[config.mk]
export PLATFORM = sky130hd
export DESIGN_NAME = chsc_shaper
export DESIGN_NICKNAME = d
export VERILOG_FILES = /design/src/hdl/chsc_pkg.sv /design/src/hdl/chsc_shaper.sv
export SDC_FILE = /design/constraint.sdc
export NUM_CORES = 1
export LEC_CHECK = 0
export BUFFER_PORTS_ARGS = -buffer_cell sky130_fd_sc_hd__buf_2
export CORE_MARGIN = 2
export CORE_UTILIZATION = 60
export CTS_CLUSTER_SIZE = 16
export DETAILED_ROUTE_END_ITERATION = 16
export PLACE_DENSITY = 0.82
export SLEW_MARGIN = 20
export SYNTH_ARGS = -nofsm -noshare
export SYNTH_HDL_FRONTEND = slang
export SYNTH_SLANG_ARGS = --single-unit
export TNS_END_PERCENT = 50
[constraint.sdc]
create_clock -name clk -period 13.9 [get_ports clk]
set_clock_uncertainty 0.15 [all_clocks]
set_input_delay 2.085 -clock clk [delete_from_list [all_inputs] [get_ports clk]]
set_output_delay 2.085 -clock clk [all_outputs]
set_load 0.005 [all_outputs]
[src/hdl/chsc_pkg.sv]
// ----------------------------------------------------------------------------
// chsc_pkg: shared types and constants of the chassis speed controller
// Field widths, word layouts, register codes, reset values and the
// control structs that pass between the stages.
// ----------------------------------------------------------------------------
package chsc_pkg;

  localparam int WHEEL_COUNT            = 4;
  localparam int DEF_GAIN_FRACTION_BITS = 12;

  // field widths
  localparam int STICK_W      = 11;
  localparam int SW_W         = 2;
  localparam int FB_W         = 16;
  localparam int AGE_W        = 16;
  localparam int CUR_W        = 16;
  localparam int SERVO_W      = 10;

  // register widths
  localparam int GAIN_W       = 20;
  localparam int LIMIT_W      = 15;
  localparam int DEADBAND_W   = 10;
  localparam int STICK_GAIN_W = 4;
  localparam int SPEED_W      = 14;
  localparam int CFG_W        = 20;
  localparam int CFG_IDX_W    = 3;

  // internal widths
  localparam int VEL_W  = 16;                // shaped vx, vy, vw
  localparam int ERR_W  = 18;                // wheel target and error
  localparam int DERR_W = ERR_W + 1;         // error difference
  localparam int P_W    = GAIN_W + 1 + ERR_W;
  localparam int D_W    = GAIN_W + 1 + DERR_W;

  // input word layout, lowest bit first
  localparam int OFS_FWD  = 0;
  localparam int OFS_STR  = OFS_FWD + STICK_W;
  localparam int OFS_ROT  = OFS_STR + STICK_W;
  localparam int OFS_RSW  = OFS_ROT + STICK_W;
  localparam int OFS_LSW  = OFS_RSW + SW_W;
  localparam int OFS_FB   = OFS_LSW + SW_W;
  localparam int OFS_RAGE = OFS_FB + WHEEL_COUNT * FB_W;
  localparam int OFS_MAGE = OFS_RAGE + AGE_W;
  localparam int IN_BITS  = OFS_MAGE + AGE_W;
  localparam int IN_TDATA_W = ((IN_BITS + 7) / 8) * 8;

  // output word layout, lowest bit first
  localparam int OFS_SERVO   = WHEEL_COUNT * CUR_W;
  localparam int OFS_BLOCKED = OFS_SERVO + SERVO_W;
  localparam int OUT_BITS    = OFS_BLOCKED + 1;
  localparam int OUT_TDATA_W = ((OUT_BITS + 7) / 8) * 8;

  typedef enum logic [CFG_IDX_W-1:0] {
    REG_PROP_GAIN      = 3'd0,
    REG_INTEGRAL_GAIN  = 3'd1,
    REG_DERIV_GAIN     = 3'd2,
    REG_OUTPUT_LIMIT   = 3'd3,
    REG_INTEGRAL_LIMIT = 3'd4,
    REG_STICK_DEADBAND = 3'd5,
    REG_STICK_GAIN     = 3'd6,
    REG_SPEED_LIMIT    = 3'd7
  } cfg_reg_t;

  localparam logic [GAIN_W-1:0]       RST_PROP_GAIN      = 20'd61440;
  localparam logic [GAIN_W-1:0]       RST_INTEGRAL_GAIN  = 20'd410;
  localparam logic [GAIN_W-1:0]       RST_DERIV_GAIN     = 20'd0;
  localparam logic [LIMIT_W-1:0]      RST_OUTPUT_LIMIT   = 15'd5000;
  localparam logic [LIMIT_W-1:0]      RST_INTEGRAL_LIMIT = 15'd3000;
  localparam logic [DEADBAND_W-1:0]   RST_STICK_DEADBAND = 10'd30;
  localparam logic [STICK_GAIN_W-1:0] RST_STICK_GAIN     = 4'd7;
  localparam logic [SPEED_W-1:0]      RST_SPEED_LIMIT    = 14'd7000;

  localparam logic [SW_W-1:0]  SW_UP   = 2'd1;
  localparam logic [SW_W-1:0]  SW_DOWN = 2'd2;

  localparam logic [AGE_W-1:0] REMOTE_TIMEOUT_MS = 16'd100;
  localparam logic [AGE_W-1:0] MOTOR_TIMEOUT_MS  = 16'd50;

  localparam logic [SERVO_W-1:0] SERVO_MIN   = 10'd550;
  localparam logic [SERVO_W-1:0] SERVO_MAX   = 10'd740;
  localparam logic [SERVO_W-1:0] SERVO_RESET = 10'd700;

  // inverse kinematics: bit i set means lane i takes the term negated;
  // vw enters every lane negated
  localparam logic [WHEEL_COUNT-1:0] LANE_VX_NEG = 4'b0110;
  localparam logic [WHEEL_COUNT-1:0] LANE_VY_NEG = 4'b0011;

  typedef struct packed {
    logic [DEADBAND_W-1:0]   deadband;
    logic [STICK_GAIN_W-1:0] stick_gain;
    logic [SPEED_W-1:0]      speed_limit;
  } shape_cfg_t;

  typedef struct packed {
    logic [GAIN_W-1:0]  kp;
    logic [GAIN_W-1:0]  ki;
    logic [GAIN_W-1:0]  kd;
    logic [LIMIT_W-1:0] out_limit;
    logic [LIMIT_W-1:0] int_limit;
  } pid_cfg_t;

  typedef struct packed {
    logic signed [VEL_W-1:0]        vx;
    logic signed [VEL_W-1:0]        vy;
    logic signed [VEL_W-1:0]        vw;
    logic [WHEEL_COUNT-1:0][FB_W-1:0] fb;
    logic [SERVO_W-1:0]             servo;
    logic                           blocked;
  } shape_t;

  // per-stage load strobes of the lane pipeline
  typedef struct packed {
    logic s2;
    logic s3;
    logic s4;
    logic s5;
  } lane_load_t;

endpackage

[src/hdl/chsc_shaper.sv]
// ----------------------------------------------------------------------------
// chsc_shaper: stick shaping, safety gate and servo ramp
// Negates strafe and rotate, applies deadband, gain and speed clamp,
// zeroes motion on timeout or safety switch, and steps the servo pulse.
// ----------------------------------------------------------------------------
module chsc_shaper
  import chsc_pkg::*;
(
  input  logic                  clk,
  input  logic                  rst,
  input  logic                  load,
  input  logic [IN_TDATA_W-1:0] in_data,
  input  shape_cfg_t            cfg,
  output shape_t                st
);

  localparam int PROD_W = STICK_W + 1 + STICK_GAIN_W + 1;

  logic [SERVO_W-1:0] servo_position;
  logic [SERVO_W-1:0] servo_position_next;

  logic signed [STICK_W:0] fwd_ext, str_ext, rot_ext;
  logic signed [STICK_W:0] str_neg, rot_neg;
  logic signed [VEL_W-1:0] vx, vy, vw;
  logic [SW_W-1:0]         rsw, lsw;
  logic [AGE_W-1:0]        rage, mage;
  logic                    blocked;

  function automatic logic signed [VEL_W-1:0] shape(input logic signed [STICK_W:0] v,
                                                     input shape_cfg_t c);
    logic [STICK_W:0]          mag;
    logic signed [PROD_W-1:0]  prod;
    logic signed [PROD_W-1:0]  lim;
    logic signed [PROD_W-1:0]  res;
    mag  = v[STICK_W] ? (STICK_W+1)'(-v) : (STICK_W+1)'(v);
    prod = v * $signed({1'b0, c.stick_gain});
    lim  = $signed(PROD_W'(c.speed_limit));
    if (mag < (STICK_W+1)'(c.deadband)) begin
      res = '0;
    end else if (prod > lim) begin
      res = lim;
    end else if (prod < -lim) begin
      res = -lim;
    end else begin
      res = prod;
    end
    return res[VEL_W-1:0];
  endfunction

  assign fwd_ext = $signed((STICK_W+1)'($signed(in_data[OFS_FWD +: STICK_W])));
  assign str_ext = $signed((STICK_W+1)'($signed(in_data[OFS_STR +: STICK_W])));
  assign rot_ext = $signed((STICK_W+1)'($signed(in_data[OFS_ROT +: STICK_W])));
  assign str_neg = -str_ext;
  assign rot_neg = -rot_ext;

  assign rsw  = in_data[OFS_RSW +: SW_W];
  assign lsw  = in_data[OFS_LSW +: SW_W];
  assign rage = in_data[OFS_RAGE +: AGE_W];
  assign mage = in_data[OFS_MAGE +: AGE_W];

  // an age equal to its limit still counts as online
  assign blocked = (rage > REMOTE_TIMEOUT_MS) || (mage > MOTOR_TIMEOUT_MS) ||
                   (rsw == SW_DOWN);

  assign vx = blocked ? '0 : shape(fwd_ext, cfg);
  assign vy = blocked ? '0 : shape(str_neg, cfg);
  assign vw = blocked ? '0 : shape(rot_neg, cfg);

  // position always sits inside the window, so a step only needs one bound
  always_comb begin
    servo_position_next = servo_position;
    case (lsw)
      SW_UP: begin
        if (servo_position < SERVO_MAX) servo_position_next = servo_position + 1'b1;
      end
      SW_DOWN: begin
        if (servo_position > SERVO_MIN) servo_position_next = servo_position - 1'b1;
      end
      default: servo_position_next = servo_position;
    endcase
  end

  always_ff @(posedge clk) begin
    if (rst) begin
      servo_position <= SERVO_RESET;
    end else if (load) begin
      servo_position <= servo_position_next;
    end
  end

  always_ff @(posedge clk) begin
    if (load) begin
      st.vx      <= vx;
      st.vy      <= vy;
      st.vw      <= vw;
      st.fb      <= in_data[OFS_FB +: WHEEL_COUNT*FB_W];
      st.servo   <= servo_position_next;
      st.blocked <= blocked;
    end
  end

endmodule

==> impl_results.md, run 1 <==
* PwrDens at 124.7 mW/mm2
* Final Hold Vio Count at 0
* Vias per cell at 5.878
* Core Area at around 0.026 mm2
* Minimum clock period at ~8.9 ns
* Clk_lat worst skew at 0.42 ns
* Gate Count Post-Synth at 1710
* Pin count of the biggest net entering global routing at 73
* Worst Hold Class: flip-flop to flip-flop
* Seq/Total Area, Yosys at 24.96%
* Top FF cell, synth: edfxtp_1
* Maximum vdd ir drop at 0.1053 mV
* Setup TNS at 0 ns
* Fmax at 112.5 MHz
* Row count at 59
* Initial drt markers at approximately 1.1k
* Area share of the largest cell type after synthesis at 23.68%
* Largest area contributor in the netlist: edfxtp_1
* CTS tree: yes
* Final period util at 63.94%
* Startpoint Class: input pin
* TritonCTS buffer count at 17
* Initial Utilization at 60.54%
* Asr flop ratio synth at 0%
* Worst setup margin at 5.013 ns
* CP Capture Type: flip-flop
* Worst-path maximum fanout at 30
* Int Pwr at 1248 uW
* # setup viols final at 0
* Mapped Area at roughly 0.016 mm2
* Maxcap violations at 0
* Cts repair resizes at 0
* First-pass GRT wire length at ~66000 um
* Max_slew headroom at between 20% and 30%
* Sink Count at 133
* Clk slew on worst S/H paths at around 0.070 ns
* Post-Syn Nets at 2171
* Routed WL at 42870 um
* Slew @ Worst Pin at 1.083 ns
* Most frequent cells after synthesis: ha_1, inv_1, edfxtp_1, and2_1, nand2_1
* Unrepaired setup endpoints after global routing: false
* Number of detailed-route iterations in the first pass at 5
* Ratio of cells with drive above 1 in the final layout at between 15 and 20%
* Combinational Power Share at around three fifths
* Number of synthesized flops with an enable pin at 123
* Leak at ~0.0085 uW
* RD Place Congestion at 0.9766
* Yosys warns at 0
* Die H at 165.2 um
* CTS max path bufs at 2
* Area growth syn-to-layout at 14.66%
* Slew Limit Fails at 0
* Wirelength per Cell at 18.53 um
* Setup Fix Bufs, Post-CTS at 0
* Pre-CTS setup slack at about 4.6 ns
* Switch Pwr at 982.8 uW
* Root buf cell: clkbuf_16
* CTS H-tree lvls at 4
* Die area at 0.02730 mm2
* Antenna-violating nets left at 0
* WP data arrival at 8.97 ns
* Nets@finish at ~2.4k
* # hold bufs at CTS at 0
* Vias at 13.60k
* Placed Instances at approximately 2.3k
* IO Count at 290
* Critical path class: input pin to flip-flop
* Gr ovfl total at 0
* Finished Layout Cells at 2314
* Flop pwr share at 21.5%
* Status: finished, final reports clean
* DR DRC count at 0
* Die W at between 150 and 200 um
* Port bufs at roughly 290
* Yosys reg bits at 133
* Sw Ratio at 44.06%
* Clock Power Share at between 20% and 30%
* Overall power at 2231 uW
* Hpwl dp at 34750 um
* CP required at about 14 ns
* Synth top area cells: edfxtp_1, ha_1, fa_1
* Layout fillers at a little over 2k
* Antenna violations before repair at 1
* Vias in the first global route at roughly 13k
* Syn_area_per_cell at 9.121 um2
* Count of cell types in the netlist at 86
* Global-route usage over all layers at 30.79%
## per-layer routing
| layer | share of wire (%) | track usage (%) | vias up |
|---|---|---|---|
| met3 | 7.5 | 4.570 | 138 |
| met4 | 5.6 | 16.96 | 0 |
| met1 | 41 | 38.80 | 6356 |
| met5 | 0 | 0 | - |
| met2 | 46 | 50.85 | 580 |
| li1 | - | - | 6528 |
## through the flow
step           hold slack [ns]  utilization [%]  cell area (um2)
2_1_floorplan           0.4034                -            15600
3_3_place_gp            0.4166            67.02            17270
3_5_place_dp            0.4331            67.02            17270
4_1_cts                 0.4553            69.38            17870
5_1_grt                 0.5069            69.42            17880
6_report                0.4631            69.42            17880
## area by class of cell
class                      count  area (um2)  share of cell area, %
multi-input combinational   1294       10610                  59.32
clock inverter                15       181.4                  1.014
tap                          335       419.2                  2.344
inverter                     221       829.5                  4.638
timing repair buffer         298        1524                  8.521
antenna                        1       2.502                0.01399
clock buffer                  17       425.4                  2.379
sequential                   133        3894                  21.77
## sequential cells by signal (all words and copies together), names as in the netlist
register and flops:
st 123, servo_position 10
## layout by cell type, fill, tap and decap left out, types with 33 or more instances in the layout
master / count
a21oi_1: 97
nor2b_1: 33
and2_1: 106
fa_1: 73
o21ai_0: 54
inv_1: 221
nand2_1: 104
edfxtp_1: 123
ha_1: 221
buf_2: 285
a211oi_1: 34
nor2_1: 99
xnor2_1: 67
## path summary, 6_finish.rpt
kind | start | endpoint | depth (start not counted) | slack (ns)
min | servo_position[1] | servo_position[1] | 2 | 0.46
max reg2reg | servo_position[2] | st[8] | 9 | 11.01
min reg2reg | servo_position[1] | servo_position[1] | 2 | 0.46
max | in_data[11] | st[94] | 28 | 5.01
## cell families after synthesis
family / Yosys count / synth area share (%)
fa+ha+maj: 294 / 27.10
simple gates: 517 / 17.62
flops: 133 / 24.96
compound gates: 355 / 15.61
mux: 36 / 2.350
buf+inv: 283 / 7.147
xor+xnor: 92 / 5.214
## critical path: stages
cell      delay, ns
buf_2          0.17
inv_1          0.11
ha_1           0.18
nor3b_1        0.48
nand2_1        0.19
xor2_1         0.45
and2_1         0.20
ha_1           0.24
fa_1           0.53
inv_1          0.06
fa_1           0.55
inv_1          0.05
ha_1           0.34
o21ai_0        0.10
nand2b_1       0.13
nand2_1        0.07
a211oi_1       0.33
o211ai_1       0.16
and3_1         0.20
or2_2          0.27
ha_1           0.36
nand4b_1       0.15
a211o_1        0.31
a21oi_2        0.13
buf_4          0.33
mux2_2         0.37
or3_1          0.30
o31ai_1        0.08
## power groups by stage
stage               Clock [uW]  Sequential, uW  Combinational, uW
finish                     452             478               1300
global route               476             481               1440
CTS                        456             478               1270
detailed placement           0             486               1260
global placement             0             485               1210
floorplan                    0             486                953
No activity file was read; power rests on OpenSTA's default activity.
==> run 2, diff against run 1 <==
--- a/config.mk
+++ b/config.mk
@@ -7,10 +7,10 @@
 export LEC_CHECK = 0
 export BUFFER_PORTS_ARGS = -buffer_cell sky130_fd_sc_hd__buf_2
 export CORE_MARGIN = 2
-export CORE_UTILIZATION = 60
+export CORE_UTILIZATION = 53
 export CTS_CLUSTER_SIZE = 16
 export DETAILED_ROUTE_END_ITERATION = 16
-export PLACE_DENSITY = 0.82
+export PLACE_DENSITY = 0.77
 export SLEW_MARGIN = 20
 export SYNTH_ARGS = -nofsm -noshare
 export SYNTH_HDL_FRONTEND = slang
==> constraint.sdc (replaced) <==
create_clock -name clk -period 7.3 [get_ports clk]
set_clock_uncertainty 0.15 [all_clocks]
set_input_delay 1.095 -clock clk [delete_from_list [all_inputs] [get_ports clk]]
set_output_delay 1.095 -clock clk [all_outputs]
set_load 0.005 [all_outputs]
==> impl_results.md, run 2 (synthesized netlist as in run 1, its figures left out) <==
* Max_slew headroom at 40.98%
* Row count at 62
* CP required at 7.32 ns
* Wirelength per Cell at 18.26 um
* Worst-path maximum fanout at 24
* WP data arrival at 6.98 ns
* Initial Utilization at 54.05%
* Worst Hold Class: flip-flop to flip-flop
* Worst path max stage delay at 0.51 ns
* Die area at slightly above 0.03 mm2
* Clk_lat worst skew at 0.43 ns
* Hold Crit Depth at 2
* Sink Count at 133
* First-pass GRT wire length at ~71000 um
* Most flop-heavy register: st
* Clk slew on worst S/H paths at 0.07 ns
* Top Registers: st (123), servo_position (10)
* DR DRC count at 0
* Vias per cell at 5.612
* Pin count of the biggest net entering global routing at 140
* Initial drt markers at 1075
* Gr ovfl total at 0
* Nets@finish at between 2k and 3k
* Final Hold Vio Count at 0
* N_diodes at 0
* # hold bufs at CTS at 0
* Placed Instances at 2458
* Worst path depth at 27
* PwrDens at 245.2 mW/mm2
* Fmax at between 100 and 150 MHz
* Reg2reg path depth at 9
* Overall power at 4671 uW
* Routed WL at around 45000 um
* CTS H-tree lvls at 4
* Slew @ Worst Pin at 0.8854 ns
* Vias in the first global route at 13.66k
* Slew Limit Fails at 0
* Startpoint Class: input pin
* Commonest non-fill, non-tap cells in the layout: buf_2, inv_1, ha_1, buf_4, edfxtp_1
* Vias at 13.97k
* Final period util at a little over nine tenths
* Leak at between 0.009 and 0.01 uW
* Critical path class: input pin to flip-flop
* Antenna violations before repair at 0
* IO Count at 290
* Ratio of cells with drive above 1 in the final layout at 24.88%
* Hpwl dp at approximately 37000 um
* Flop2flop setup slack at 4.37 ns
* Max reg flops at 123
* Highest-delay cell along the critical path: fa_1
* Status: finished, final reports clean
* Area growth syn-to-layout at 22.12%
* Die H at 175.6 um
* Root buf cell: clkbuf_16
* Port bufs at around 290
* Antenna-violating nets left at 0
* Crit path max-delay family: adder cells
* Finished Layout Cells at roughly 2.5k
* # setup viols final at 0
* CTS tree: yes
* Layout fillers at 2378
* CP bufs+invs at 7
* CTS max path bufs at 2
* Core Area at 0.02886 mm2
* Commonest non-fill, non-tap cell in the layout: buf_2
* Die W at around 180 um
* Global-route usage over all layers at 29.18%
* Number of detailed-route iterations in the first pass at 6
* CP Capture Type: flip-flop
* Minimum clock period at slightly below 7 ns
* Maximum vdd ir drop at roughly 0.16 mV
* TritonCTS buffer count at 17
* Maxcap violations at 0
* RD Place Congestion at 0.9529
* Unrepaired setup endpoints after global routing: false
[run 2: cell types whose count changed in the layout (fill, tap and decap cells not counted), sizes merged]
cell    previous run  this run
clkbuf            17        18
bufinv             1         2
clkinv             4         2
diode              1         0
buf              298       426
[run 2: path summary, 6_finish.rpt]
path / start / end
hold / removal: servo_position[1] / servo_position[1]
hold reg to reg: servo_position[1] / servo_position[1]
setup reg to reg: servo_position[2] / st[8]
setup / recovery: in_data[25] / st[88]
[run 2: worst register-to-register path, delay by kind of cell, from the launching register on]
family             cells  cell delay [ns]
and+or+nand+nor        6             1.40
AOI/OAI and AO/OA      3             0.58
DFF                    1             0.55
[run 2: power by group]
part | switching, uW | leakage (uW) | total, uW | internal (uW)
clock network | 349 | 0.000289 | 862 | 514
registers | 23.0 | 0.00127 | 911 | 888
logic | 1590 | 0.00757 | 2900 | 1310
total | 1960 | 0.00914 | 4670 | 2710
[run 2: repair_timing]
item	4_1_cts	5_1_grt
setup buffers	0	0
setup endpoints to repair	0	20
gates resized for setup	0	15
[run 2: layout make-up]
cell class / instances / area, um2 / share of cell area, %
repair buffers: 426 / 2560 / 13.44
inverters: 221 / 829.5 / 4.355
clock inverters: 14 / 163.9 / 0.8605
well taps: 384 / 480.5 / 2.522
flip-flops and latches: 133 / 3894 / 20.44
multi-input cells: 1294 / 10690 / 56.13
clock buffers: 18 / 429.2 / 2.253
[run 2: metrics by stage]
stage | hold WS (ns) | setup slack [ns] | TNS [ns] | utilization [%] | instance area [um2]
global placement | 0.4243 | -0.1079 | -0.1391 | 63.64 | 18370
floorplan | 0.4034 | 0.04410 | 0 | - | 15600
CTS | 0.4565 | 0.2517 | 0 | 65.70 | 18960
detailed placement | 0.4487 | -0.1835 | -1.988 | 63.64 | 18370
finish | 0.4596 | 0.3393 | 0 | 66.01 | 19050
global route | 0.5040 | 0.01807 | 0 | 66.01 | 19050
[run 2: metal layers]
metal	vias up	share of wire, %	GRT usage [%]
met5	-	0	0
met4	0	4.3	12.43
met3	122	6.0	3.701
met2	563	47	50.31
met1	6531	42	36.91
li1	6758	-	-
==> run 3, diff against run 2 <==
--- a/config.mk
+++ b/config.mk
@@ -7,10 +7,10 @@
 export LEC_CHECK = 0
 export BUFFER_PORTS_ARGS = -buffer_cell sky130_fd_sc_hd__buf_2
 export CORE_MARGIN = 2
-export CORE_UTILIZATION = 53
+export CORE_UTILIZATION = 50
 export CTS_CLUSTER_SIZE = 16
 export DETAILED_ROUTE_END_ITERATION = 16
-export PLACE_DENSITY = 0.77
+export PLACE_DENSITY = 0.73
 export SLEW_MARGIN = 20
 export SYNTH_ARGS = -nofsm -noshare
 export SYNTH_HDL_FRONTEND = slang
==> impl_results.md, run 3 (synthesized netlist as in run 1, its figures left out) <==
* Vias in the first global route at 13.66k
* Critical path class: input pin to flip-flop
* Maxcap violations at 0
* First-pass GRT wire length at between 70000 and 80000 um
* Worst-path maximum fanout at 24
* Worst setup margin at a little over 0.3 ns
* Area growth syn-to-layout at 21.33%
* Maximum vdd ir drop at 0.1329 mV
* Wirelength per Cell at 18.29 um
* N_diodes at 0
* Number of detailed-route iterations in the first pass at 5
* Antenna violations before repair at 1
* PwrDens at 247.6 mW/mm2
* Combinational Power Share at roughly three fifths
* Hpwl dp at 37860 um
* Startpoint Class: input pin
* Root buf cell: clkbuf_16
* Switch Pwr at 1932 uW
* Slew Limit Fails at 0
* Int Pwr at 2753 uW
* Minimum clock period at 6.989 ns
* Pre-CTS setup slack at -0.08062 ns
* Commonest non-fill, non-tap cells in the layout: buf_2, inv_1, ha_1, edfxtp_1, buf_4
* TritonCTS buffer count at 17
* Most flop-heavy register: st
* Row count at between 60 and 70
* Final period util at 95.74%
* Clock Power Share at 19.6%
* CP required at 7.29 ns
* # setup viols final at 0
* Final Util at about three fifths
* Initial Utilization at just over 50%
* Sink Count at approximately 130
* Setup Fix Bufs, Post-CTS at 0
* Nets@finish at 2539
* Status: finished, final reports clean
* Routed WL at between 40000 and 50000 um
* Commonest non-fill, non-tap cell in the layout: buf_2
* Gr ovfl total at 0
* Finished Layout Cells at 2487
* Leak at 0.009058 uW
* Antenna-violating nets left at 0
* CP Capture Type: flip-flop
* Flop pwr share at 19.4%
* Max reg flops at roughly 120
* Worst Hold Class: flip-flop to flip-flop
* Vias at ~14k
* Die area at roughly 0.033 mm2
* Clk slew on worst S/H paths at 0.06 ns
* Unrepaired setup endpoints after global routing: false
* Initial drt markers at 970
* IO Count at 290
* Vias per cell at 5.585
* Die W at 180.6 um
* Global-route usage over all layers at between 20% and 30%
* Pin count of the biggest net entering global routing at 64
* Ratio of cells with drive above 1 in the final layout at 23.96%
* CTS max path bufs at 2
* CTS tree: yes
* Max_slew headroom at 33.76%
* Clk_lat worst skew at 0.42 ns
* DR DRC count at 0
* Placed Instances at around 2.5k
* WP data arrival at 6.98 ns
* RD Place Congestion at about 0.95
* Port bufs at about 290
* Final Hold Vio Count at 0
* Final hold slack at 0.4706 ns
* Slew @ Worst Pin at 0.9936 ns
* Fmax at 143.1 MHz
* Core Area at 0.03067 mm2
* Die H at 180.6 um
* CTS H-tree lvls at 4
* Overall power at between 4000 and 5000 uW
* Top Registers: st (123), servo_position (10)
* Sw Ratio at about two fifths
run 3: timing repair:
| item | CTS | global route |
|---|---|---|
| hold endpoints to repair | 0 | 0 |
| hold buffers | 0 | 0 |
| setup endpoints to repair | 0 | 20 |
| resized for setup | 0 | 8 |
run 3: path summary, 6_finish.rpt:
kind	start	cells past startpoint	slack, ns	to
hold reg to reg	servo_position[8]	2	0.47	servo_position[8]
setup reg to reg	servo_position[2]	9	4.39	st[8]
setup / recovery	in_data[25]	26	0.31	st[87]
hold / removal	servo_position[8]	2	0.47	servo_position[8]
run 3: critical path, stage by stage:
cell	delay, ns
buf_2	0.11
or3_1	0.38
or3_1	0.50
nor4_2	0.21
xnor2_1	0.22
and2_1	0.17
ha_1	0.23
fa_1	0.51
inv_1	0.06
fa_1	0.50
inv_1	0.04
ha_1	0.30
buf_4	0.16
a2111o_1	0.37
o311ai_2	0.35
inv_1	0.08
ha_1	0.30
a21o_1	0.16
a21oi_1	0.13
nand3_1	0.08
o21ai_0	0.07
o211a_1	0.22
buf_12	0.19
mux2i_1	0.23
nor2_1	0.06
o21ba_1	0.24
run 3: area by class of cell:
| cell class | count | area (um2) |
|---|---|---|
| clock buffer | 17 | 425.4 |
| inverter | 221 | 829.5 |
| timing repair buffer | 411 | 2426 |
| fill | 2585 | 11750 |
| clock inverter | 15 | 217.7 |
| multi-input combinational | 1294 | 10640 |
| tap | 396 | 495.5 |
| sequential | 133 | 3894 |
run 3: layer usage:
metal  GRT usage [%]  routed length [um]  vias up
met3           3.638                2637      100
met4           9.645                1510        0
met5               0                   0        -
li1                -                   -     6730
met1           35.15               19370     6535
met2           47.47               21960      526
run 3: stage by stage:
stage	area, um2	TNS (ns)
global route	18920	0
floorplan	15600	0
finish	18920	0
global placement	18240	-0.1719
CTS	18890	0
detailed placement	18240	-0.7857
run 3: power groups by stage:
stage | sequential [uW] | clock, uW | combinational [uW]
2_1_floorplan | 926 | 0 | 1810
3_3_place_gp | 923 | 0 | 2710
3_5_place_dp | 926 | 0 | 2790
4_1_cts | 911 | 933 | 2810
5_1_grt | 915 | 963 | 3170
6_report | 911 | 920 | 2850
